### config.mk
export PLATFORM = sky130hd
export DESIGN_NAME = bis_ram
export DESIGN_NICKNAME = d
export VERILOG_FILES = /design/src/design/bis_ram.sv
export SDC_FILE = /design/constraint.sdc
export NUM_CORES = 2
export LEC_CHECK = 0
export BUFFER_PORTS_ARGS = -buffer_cell sky130_fd_sc_hd__buf_4
export CELL_PAD_IN_SITES_DETAIL_PLACEMENT = 0
export CELL_PAD_IN_SITES_GLOBAL_PLACEMENT = 2
export CORE_UTILIZATION = 51
export DETAILED_ROUTE_END_ITERATION = 12
export PLACE_DENSITY_LB_ADDON = 0.1
export SYNTH_ARGS = -nofsm -noshare
export SYNTH_HDL_FRONTEND = slang
export SYNTH_SLANG_ARGS = --single-unit
export TNS_END_PERCENT = 20
### constraint.sdc
create_clock -name clk_i -period 2.75 [get_ports clk_i]
set_input_delay 0.4125 -clock clk_i [delete_from_list [all_inputs] [get_ports clk_i]]
set_output_delay 0.4125 -clock clk_i [all_outputs]
set_load 0.005 [all_outputs]
### src/design/bis_ram.sv
// ----------------------------------------------------------------------------
// Bilinear image scaler RAM
// Simple dual-port RAM: one write port, one read port with registered data.
// ----------------------------------------------------------------------------
`timescale 1ns / 1ps
`default_nettype none

module bis_ram #(
  parameter int  WIDTH  = 8,
  parameter int  DEPTH  = 256,
  localparam int ADDR_W = (DEPTH > 1) ? $clog2(DEPTH) : 1
) (
  input  wire logic              clk_i,
  input  wire logic              we_i,
  input  wire logic [ADDR_W-1:0] waddr_i,
  input  wire logic [WIDTH-1:0]  wdata_i,
  input  wire logic [ADDR_W-1:0] raddr_i,
  output logic      [WIDTH-1:0]  rdata_o
);

  logic [WIDTH-1:0] mem_q [DEPTH];

  always_ff @(posedge clk_i) begin
    if (we_i) begin
      mem_q[waddr_i] <= wdata_i;
    end
    rdata_o <= mem_q[raddr_i];
  end

endmodule

`default_nettype wire

==> out/results.ini <==
[outcome]
status = finished with violations
violations = DRC

[timing]
rsz0062_at_grt = false
hold_viol = 0
period_share = 0.9866
fin_setup_tns_ns = 0
slew_headroom = 0.09227
fin_hold_ws_ns = 0.1058
finalCriticalPeriod_ns = 2.713
drv_slew = 0
finClkSkew_ns = 0.03540
setup_viol = 0
fmax_mhz = 368.6
tightest_slew_ns = 1.327

[power_and_ir_drop]
p_leak_nw = 30.36
power.switching_w = 0.01343
intPower_w = 0.05102
seqPwrFrac = 0.537
p_per_area_nw_per_um2 = 689.2
p_clk_frac = 0.407
sw_frac_of_total = 0.2084
p_comb_frac = 0.056
ir_drop_mv = 0.6823

[logic_synthesis]
synth-simple-area-share = 0.02628
syn_inst = 3733
ys_seq_area_frac = 0.7750
yosys_warnings = 0
syn_area_um2 = 79560
synth_fp_nets = 3759
synth-edff-count = 2048
synth_mux_area_frac = 0.1462
synth_top_area_cell = edfxtp_1
ys_types = 55
synthFlopType = edfxtp_1
synth_top_family_by_area = multiplexers
async_reset_ff_frac = 0
syn_avg_cell_area_um2 = 21.31
synth_seq_cells = 2056
synth_top_area_frac = 0.7730
synth_fa_ha_area_frac = 0
synthTopCellsByArea = edfxtp_1, mux4_2, mux2i_1
yosys.area_share.xor_xnor = 0
synth_compound_area_frac = 0.03419

[cells_and_area]
drive_gt1_frac = 0.3204
final_common_cell = edfxtp_1
mostFrequentLayoutCells = edfxtp_1, buf_4, mux4_2
nets = 4462
area.growth.synth_to_final_pct = 17.53

[route]
drc_errors = 2
via_per_inst = 6.149
avgRoutedWirePerCell_um = 30.80
ant_nets = 0
drt_first_pass_iters = 9
wl_um = 204500
drt_iter0_drc = 3892
num_vias = 40827

[place]
portBuffers = 33
dp_hpwl_um = 135700
place_congestion = 0.8406

[global_routing]
grt_pass1_vias = 41947
grt_max_degree = 99
antenna_found_initial = 9
track_usage = 0.2637
grt_pass1_wl_um = 296200
gr-total-overflow = 0

[floorplan]
dieHeight_um = 397.0
coreArea_um2 = 154400
dieArea_um2 = 157600
die_w_um = 397.0
start_util = 0.5152
rows = 144
pin_count = 34

[clocking]
cts_buffers = 203
clk_path_buf_depth = 3
hold_buffers = 0
htree_levels = 4
clock-root-buffer = clkbuf_16
clk_latency_ns = 0.83
cts.sinks = 2056
postCtsSetupRepairBufs = 0
cts.clk_slew.worst_paths_ns = 0.06
cts_tree = yes

[worst_setup_path]
critPathArrivalTime_ns = 3.39
worst-path-max-fanout = 28
critPathKind = in -> reg
critPathMaxStageDelay_ns = 0.82
endpoint_kind = flop
cpMaxStageDelayCell = nor4_1
crit_path_start_kind = input pin
path_cells = buf_8 > buf_12 > buf_12 > buf_4 > mux4_2 > a22oi_1 > a21oi_1 > nor4_1 > buf_4 > nor4_1
cp_data_required_time_ns = 3.42

[worst_hold_path]
hp-class = in -> reg

[job]
cap_viol_max_count = 0

-- cells by family (layout without fill, tap and decap cells) --
| kind of cell | count (synthesis) | after routing |
|---|---|---|
| AO/OA/AOI/OAI | 385 | 385 |
| buffers and inverters | 235 | 1096 |
| flip-flops | 2056 | 2056 |
| multiplexers | 591 | 591 |
| other | 0 | 2 |
| AND/OR/NAND/NOR | 466 | 466 |
-- sequential cells by signal (all words and copies together) (netlist names) --
signal   count
mem_q     2048
rdata_o      8
-- synth_stat cells (31+ instances only) --
master	count
edfxtp_1	2048
mux4_2	454
nor2_1	282
mux2i_1	134
a22oi_1	133
clkbuf_1	111
a21oi_1	96
o221ai_1	46
nand3_1	34
nand2_1	33
buf_2	31
nor2b_1	31
-- final timing paths --
check / from / endpoint / cells after the start / slack (ns)
hold reg to reg: mem_q[215][6]$_DFFE_PP_ / rdata_o[6]$_DFF_P_ / 5 / 1.13
hold / removal: wdata_i[4] / mem_q[34][4]$_DFFE_PP_ / 1 / 0.11
setup reg to reg: mem_q[137][2]$_DFFE_PP_ / rdata_o[2]$_DFF_P_ / 7 / 0.10
setup / recovery: raddr_i[0] / rdata_o[4]$_DFF_P_ / 10 / 0.04
-- cell type report --
type / instances / area [µm²]
fillers: 10864 / 60900
repair buffers: 731 / 6566
inverters: 2 / 7.507
diodes: 2 / 5.005
clock inverters: 100 / 823.3
multi-input cells: 1442 / 16500
flip-flops and latches: 2056 / 61660
clock buffers: 263 / 5388
well taps: 2044 / 2557
-- critical path, delay by kind of cell --
kind,cells,cell delay [ns]
buffers and inverters,5,1.11
AND/OR/NAND/NOR,2,0.88
multiplexers,1,0.49
AO/OA/AOI/OAI,2,0.43
-- power by group through the flow --
stage / registers, W / logic [W] / clock network [W]
2_1_floorplan: 0.0352 / 0.00168 / 0
3_3_place_gp: 0.0353 / 0.00359 / 0
3_5_place_dp: 0.0353 / 0.00366 / 0
4_1_cts: 0.0346 / 0.00367 / 0.0267
5_1_grt: 0.0346 / 0.00382 / 0.0278
6_report: 0.0346 / 0.00363 / 0.0262
-- stage by stage --
step	util	setup slack (ns)	total power (W)	instances	area (µm²)
2_1_floorplan	-	0.3996	0.03691	3733	79560
3_3_place_gp	0.5652	-0.9362	0.03885	6275	87270
3_5_place_dp	0.5652	-0.9442	0.03892	6275	87270
4_1_cts	0.6055	0.001995	0.06493	6638	93490
5_1_grt	0.6055	0.02239	0.06617	6638	93500
6_report	0.6056	0.03696	0.06445	6640	93510
-- what timing repair did --
item,CTS,global route
pin swaps,0,0
endpoints found under the setup margin,2,1
resized for setup,2,1
cloned,0,0
-- per-layer routing --
| layer | GRT usage | wire, µm |
|---|---|---|
| met1 | 0.3732 | 84040 |
| met2 | 0.4268 | 100500 |
| met3 | 0.04419 | 14600 |
| met4 | 0.07432 | 5325 |
| met5 | 0 | 47 |
Power figures use the tool's default switching activity.
