<file path="config.mk">
export PLATFORM = sky130hd
export DESIGN_NAME = bis_axis
export DESIGN_NICKNAME = d
export VERILOG_FILES = /design/src/design/bis_pkg.sv /design/src/design/bis_axis.sv
export SDC_FILE = /design/constraint.sdc
export NUM_CORES = 2
export LEC_CHECK = 0
export BUFFER_PORTS_ARGS = -buffer_cell sky130_fd_sc_hd__clkbuf_2
export CORE_ASPECT_RATIO = 0.9
export CORE_UTILIZATION = 50
export DETAILED_ROUTE_END_ITERATION = 10
export GPL_TIMING_DRIVEN = 0
export PLACE_DENSITY = 0.74
export SETUP_SLACK_MARGIN = 0.02
export SLEW_MARGIN = 20
export SYNTH_ARGS = -nofsm -noshare
export SYNTH_HDL_FRONTEND = slang
export SYNTH_SLANG_ARGS = --single-unit
</file>
<file path="constraint.sdc">
create_clock -name clk_i -period 6.3 [get_ports clk_i]
set_input_delay 0.63 -clock clk_i [delete_from_list [all_inputs] [get_ports clk_i]]
set_output_delay 0.63 -clock clk_i [all_outputs]
set_load 0.05 [all_outputs]
</file>
<file path="src/design/bis_pkg.sv">
// ----------------------------------------------------------------------------
// Bilinear image scaler package
// Field widths, codes and the item type shared by the scaler files.
// ----------------------------------------------------------------------------
`timescale 1ns / 1ps
`default_nettype none

package bis_pkg;

  localparam int POS_W     = 12;
  localparam int CH_W      = 2;
  localparam int SMP_W     = 8;
  localparam int SRC_CFG_W = 9;
  localparam int DST_CFG_W = 13;
  localparam int CFG_IDX_W = 2;

  typedef enum logic [CFG_IDX_W-1:0] {
    CFG_SRC_WIDTH  = 2'd0,
    CFG_SRC_HEIGHT = 2'd1,
    CFG_DST_WIDTH  = 2'd2,
    CFG_DST_HEIGHT = 2'd3
  } cfg_reg_e;

  typedef enum logic {
    MODE_WRITE = 1'b0,
    MODE_READ  = 1'b1
  } mode_e;

  typedef struct packed {
    mode_e              mode;
    logic [POS_W-1:0]   x;
    logic [POS_W-1:0]   y;
    logic [CH_W-1:0]    ch;
    logic [SMP_W-1:0]   smp;
  } item_t;

endpackage

`default_nettype wire

</file>
<file path="src/design/bis_axis.sv">
// ----------------------------------------------------------------------------
// Bilinear image scaler axis mapper
// Maps a destination coordinate to two clamped source indices and a fraction
// through a pipelined restoring divider, one quotient bit per stage.
// ----------------------------------------------------------------------------
`timescale 1ns / 1ps
`default_nettype none

module bis_axis #(
  parameter int IDX_W     = 8,
  parameter int FRAC_BITS = 8
) (
  input  wire logic                           clk_i,
  input  wire logic [bis_pkg::POS_W-1:0]      pos_i,
  input  wire logic [IDX_W:0]                 srcn_i,
  input  wire logic [bis_pkg::DST_CFG_W-1:0]  dstn_i,
  output logic      [IDX_W-1:0]               idx0_o,
  output logic      [IDX_W-1:0]               idx1_o,
  output logic      [FRAC_BITS-1:0]           frac_o
);

  import bis_pkg::*;

  localparam int QW = IDX_W + FRAC_BITS;
  localparam int DW = DST_CFG_W;
  localparam int PW = POS_W + IDX_W + 1;
  localparam int LW = IDX_W + DW;
  localparam int CW = (PW > LW) ? PW : LW;

  // Products: scaled position and the saturation limit (last * dstn).
  logic [PW-1:0]    prod_q;
  logic [LW-1:0]    lim_q;
  logic [IDX_W-1:0] last_q;
  logic [DW-1:0]    den_q;

  always_ff @(posedge clk_i) begin
    prod_q <= PW'(pos_i) * PW'(srcn_i);
    lim_q  <= LW'(srcn_i - 1'b1) * LW'(dstn_i);
    last_q <= IDX_W'(srcn_i - 1'b1);
    den_q  <= dstn_i;
  end

  // Divider stage inputs and registers.
  logic [DW-1:0]    rem_in  [QW];
  logic [QW-1:0]    quo_in  [QW];
  logic [QW-1:0]    lo_in   [QW];
  logic [DW-1:0]    den_in  [QW];
  logic [IDX_W-1:0] last_in [QW];
  logic             sat_in  [QW];

  logic [DW-1:0]    rem_q  [QW];
  logic [QW-1:0]    quo_q  [QW];
  logic [QW-1:0]    lo_q   [QW];
  logic [DW-1:0]    den_sq [QW];
  logic [IDX_W-1:0] last_sq[QW];
  logic             sat_q  [QW];

  for (genvar i = 0; i < QW; i++) begin : g_div
    logic [DW:0] trial;

    if (i == 0) begin : g_first
      // The quotient fits QW bits whenever the position is not saturated, so
      // the bits above QW of the dividend already form a remainder below dstn.
      assign rem_in[i]  = DW'(prod_q >> IDX_W);
      assign quo_in[i]  = '0;
      assign lo_in[i]   = {prod_q[IDX_W-1:0], {FRAC_BITS{1'b0}}};
      assign den_in[i]  = den_q;
      assign last_in[i] = last_q;
      assign sat_in[i]  = CW'(prod_q) >= CW'(lim_q);
    end else begin : g_next
      assign rem_in[i]  = rem_q[i-1];
      assign quo_in[i]  = quo_q[i-1];
      assign lo_in[i]   = lo_q[i-1];
      assign den_in[i]  = den_sq[i-1];
      assign last_in[i] = last_sq[i-1];
      assign sat_in[i]  = sat_q[i-1];
    end

    assign trial = {rem_in[i], lo_in[i][QW-1-i]};

    always_ff @(posedge clk_i) begin
      if (trial >= {1'b0, den_in[i]}) begin
        rem_q[i] <= DW'(trial - {1'b0, den_in[i]});
        quo_q[i] <= quo_in[i] | (QW'(1) << (QW-1-i));
      end else begin
        rem_q[i] <= DW'(trial);
        quo_q[i] <= quo_in[i];
      end
      lo_q[i]    <= lo_in[i];
      den_sq[i]  <= den_in[i];
      last_sq[i] <= last_in[i];
      sat_q[i]   <= sat_in[i];
    end
  end

  logic [IDX_W-1:0] ip;
  assign ip = quo_q[QW-1][QW-1:FRAC_BITS];

  always_ff @(posedge clk_i) begin
    frac_o <= quo_q[QW-1][FRAC_BITS-1:0];
    if (sat_q[QW-1]) begin
      idx0_o <= last_sq[QW-1];
      idx1_o <= last_sq[QW-1];
    end else begin
      idx0_o <= ip;
      idx1_o <= IDX_W'(ip + 1'b1);
    end
  end

endmodule

`default_nettype wire

</file>
==> impl_metrics.yaml <==
worst_hold_path:
  hold_start: "dstn_i[1]"
  whs_endpoint: "den_q[1]"
  hp-class: "input port to flop"
  min_path_cells: 1
global_route:
  antenna_found_initial: 1
  grt_start_max_net_pins: 16
  grt_pass1_wl_um: 121000
  grt.total_usage_pct: 19.9
  grt_pass1_vias: 24347
  grt_overflow: 0
sta:
  worstMarginPinSlew_ns: 0.766
  drv_slew: 0
  fmax_mhz: 165
  finalSetupViolCount: 0
  final-hold-violation-count: 0
  holdWs_ns: 0.138
  relSlewSlack_pct: 48.6
  skew_ns: 0.0169
  period_minus_slack_ns: 6.08
  period_share_pct: 96.5
  finalSetupTns_ns: 0
  grt_setup_unrepaired: "no"
final_layout:
  diodes: 0
  area_delta_synth_final_pct: 11.2
  final_common_cell: "dfxtp_1"
  fillerInstances: 6223
  final_area_um2: 41100
  final_cell_mix: "785 x dfxtp_1, 518 x inv_1, 327 x ha_1"
  layout-drive-gt1-share_pct: 9.21
  final_net_count: 4321
drt:
  first_pass_iters: 10
  antenna_left: 0
  wire_per_inst_um: 15.4
  routed_wl_um: 74100
  vias: 24908
  drc: 7
  via_per_inst: 5.19
  drtIter0Drc: 1549
logic_synthesis:
  ys.flop_type: "dfxtp_1"
  synth_area_leaders: "dfxtp_1 43%, ha_1 11%, fa_1 9.4%, inv_1 5.3%, mux2_2 3.2%"
  yosys.area.top_type_share_pct: 42.5
  yosysSeqAreaShare_pct: 42.5
  ys_ff_latch: 785
  synthesis.area_um2: 36900
  netlist_instances: 3657
  synth-edff-count: 0
  synth.distinct_cells: 79
  async_flop_share_pct: 0
  post-synth-top-area-cell: "dfxtp_1"
  ys_warn_count: 0
  syn_nets: 4193
  synth.avg_cell_area_um2: 10.1
floorplan:
  start_util_pct: 50.6
  die_y_um: 260
  design.core.area_um2: 73000
  die_area_um2: 75000
  rows: 94
  io-pin-count: 59
  die-width_um: 288
setup_path:
  crit_top_cell: "fa_1"
  r2r-end: "rem_q[0][86]"
  cp.arrival_ns: 6.63
  reg2reg_slack_ns: 3.09
  criticalPathCategory: "input port to flop"
  r2r_start: "lo_q[5][9]"
  cp.required_ns: 6.85
  crit_slowest_cell: "fa_1"
  cp-start-kind: "input port"
  path_max_fanout: 10
  worstRegToRegCells: 10
  crit_path_end_kind: "flop"
  slowest_delay_ns: 0.55
  cp_cell_sequence: "buf_2 > buf_4 > inv_2 > ha_4 > nand2_1 > xnor2_4 > clkbuf_4 > and2_1 > fa_1 > inv_1 > fa_1 > fa_1 > inv_1 > fa_1 > inv_1 > fa_1 > inv_1 > ha_1 > or2_2 > or4_1 > o31ai_1 > a21oi_1 > a221oi_2 > xnor2_1"
cts:
  tritoncts: "yes"
  clk_path_buf_depth: 3
  cts.sinks: 785
  root_buffer: "clkbuf_16"
  numCtsBuffers: 76
  path_clk_slew_ns: 0.06
  htreeDepth: 3
  insertion_delay_ns: 0.63
placed_design:
  port_buffers: 47
  dpl.hpwl_um: 56500
  post_dp_cell_area_um2: 38400
  gp_congestion: 0.908
pwr:
  ir_drop_uv: 290
  p_leak_nw: 19.2
  power_density_nw_per_um2: 561
status:
  violations: "DRC"
  status: "complete, but fails checks"
job:
  drv_cap: 0
==> worst max-delay path: cells and delay by family <==
family                   cells  cell delay, ns
AO/OA/AOI/OAI                3            0.49
XOR/XNOR                     2            0.35
adder cells (fa/ha/maj)      7            3.04
buffers and inverters        8            0.99
AND/OR/NAND/NOR              4            1.11
==> how the worst max path moves through the flow <==
stage	startpoint	endpoint	slack, ns	cells after the start
6_report	srcn_i[0]	lim_q[19]	0.22	24
5_1_grt	srcn_i[0]	lim_q[19]	0.02	24
4_1_cts	srcn_i[2]	lim_q[19]	0.02	21
3_5_place_dp	srcn_i[0]	lim_q[19]	-1.65	23
3_3_place_gp	srcn_i[0]	lim_q[19]	-1.52	23
2_1_floorplan	srcn_i[0]	lim_q[19]	0.03	24
==> final cells by class <==
class	count	area, um2	share of cell area (%)
Clock buffer	102	2150	5.24
Inverter	519	1950	4.74
Clock inverter	34	334	0.813
Tap cell	960	1200	2.92
Multi-Input combinational cell	2280	19100	46.6
Buffer	72	333	0.810
Timing Repair Buffer	51	265	0.646
Sequential cell	785	15700	38.3
==> synthesized netlist by cell type (11+ instances only) <==
library cell and n:
o21a_1 65, nor2b_1 70, xnor2_1 77, nand3b_1 16, or2_2 13, or4_1 14
nand2_1 255, inv_1 519, nor2_1 144, a31oi_1 21, fa_1 173, clkbuf_1 54
a21oi_1 153, nor4b_1 13, buf_2 11, o21ai_0 166, mux2i_1 23, or3_1 17
o31a_1 18, a211oi_1 18, xor2_1 65, a21o_1 37, mux2_2 105, nand3_1 45
o31ai_1 28, and2_1 94, nand2b_1 45, nand4_1 32, ha_1 328, nor3_1 61
a21boi_0 13, dfxtp_1 785, o21bai_1 17
==> state kept, by name, indices dropped and copies added, names as in the netlist, 13 cells and up <==
signal   count
quo_q      136
lim_q       21
lo_q        28
rem_q      195
prod_q      21
last_sq    128
den_sq     195
sat_q       16
den_q       13
==> stage by stage <==
step | total power [W] | std cells | util, % | setup WS (ns)
final | 0.0230 | 4803 | 56.2 | 0.223
after global routing | 0.0249 | 4803 | 56.2 | 0.0188
after CTS | 0.0230 | 4803 | 56.1 | 0.0216
after detailed placement | 0.0185 | 4664 | 52.5 | -1.65
after global placement | 0.0183 | 4664 | 52.5 | -1.52
after floorplan | 0.0160 | 3657 | - | 0.0253
==> where the power goes <==
group / internal (W) / leakage [nW] / total, W / switching, W
registers: 0.00662 / 6.61 / 0.00737 / 0.000758
clock network: 0.00252 / 1.21 / 0.00441 / 0.00189
logic: 0.00504 / 11.3 / 0.0112 / 0.00620
==> cell families (layout without fill, tap and decap cells) <==
| family | after synthesis | count (layout) | synth area share [%] |
|---|---|---|---|
| flip-flops | 785 | 785 | 42.5 |
| adder cells (fa/ha/maj) | 501 | 501 | 20.5 |
| multiplexers | 134 | 134 | 4.07 |
| buffers and inverters | 592 | 778 | 6.08 |
| AND/OR/NAND/NOR | 862 | 862 | 11.9 |
| XOR/XNOR | 142 | 142 | 3.37 |
| AO/OA/AOI/OAI | 641 | 641 | 11.5 |
==> what timing repair did <==
action | in CTS | in global routing
hold buffers | 0 | 0
pin swaps | 3 | 0
endpoints found under the hold margin | 0 | 0
setup endpoints to repair | 11 | 8
buffers inserted | 4 | 0
resized for setup | 25 | 21
==> layer usage <==
layer / GRT usage (%) / routed length (um)
met5: 0 / 13
met4: 5.56 / 1460
met3: 3.25 / 3640
met2: 31.6 / 32400
met1: 28.0 / 36600
Note: power is estimated with default switching activity, not from simulation.
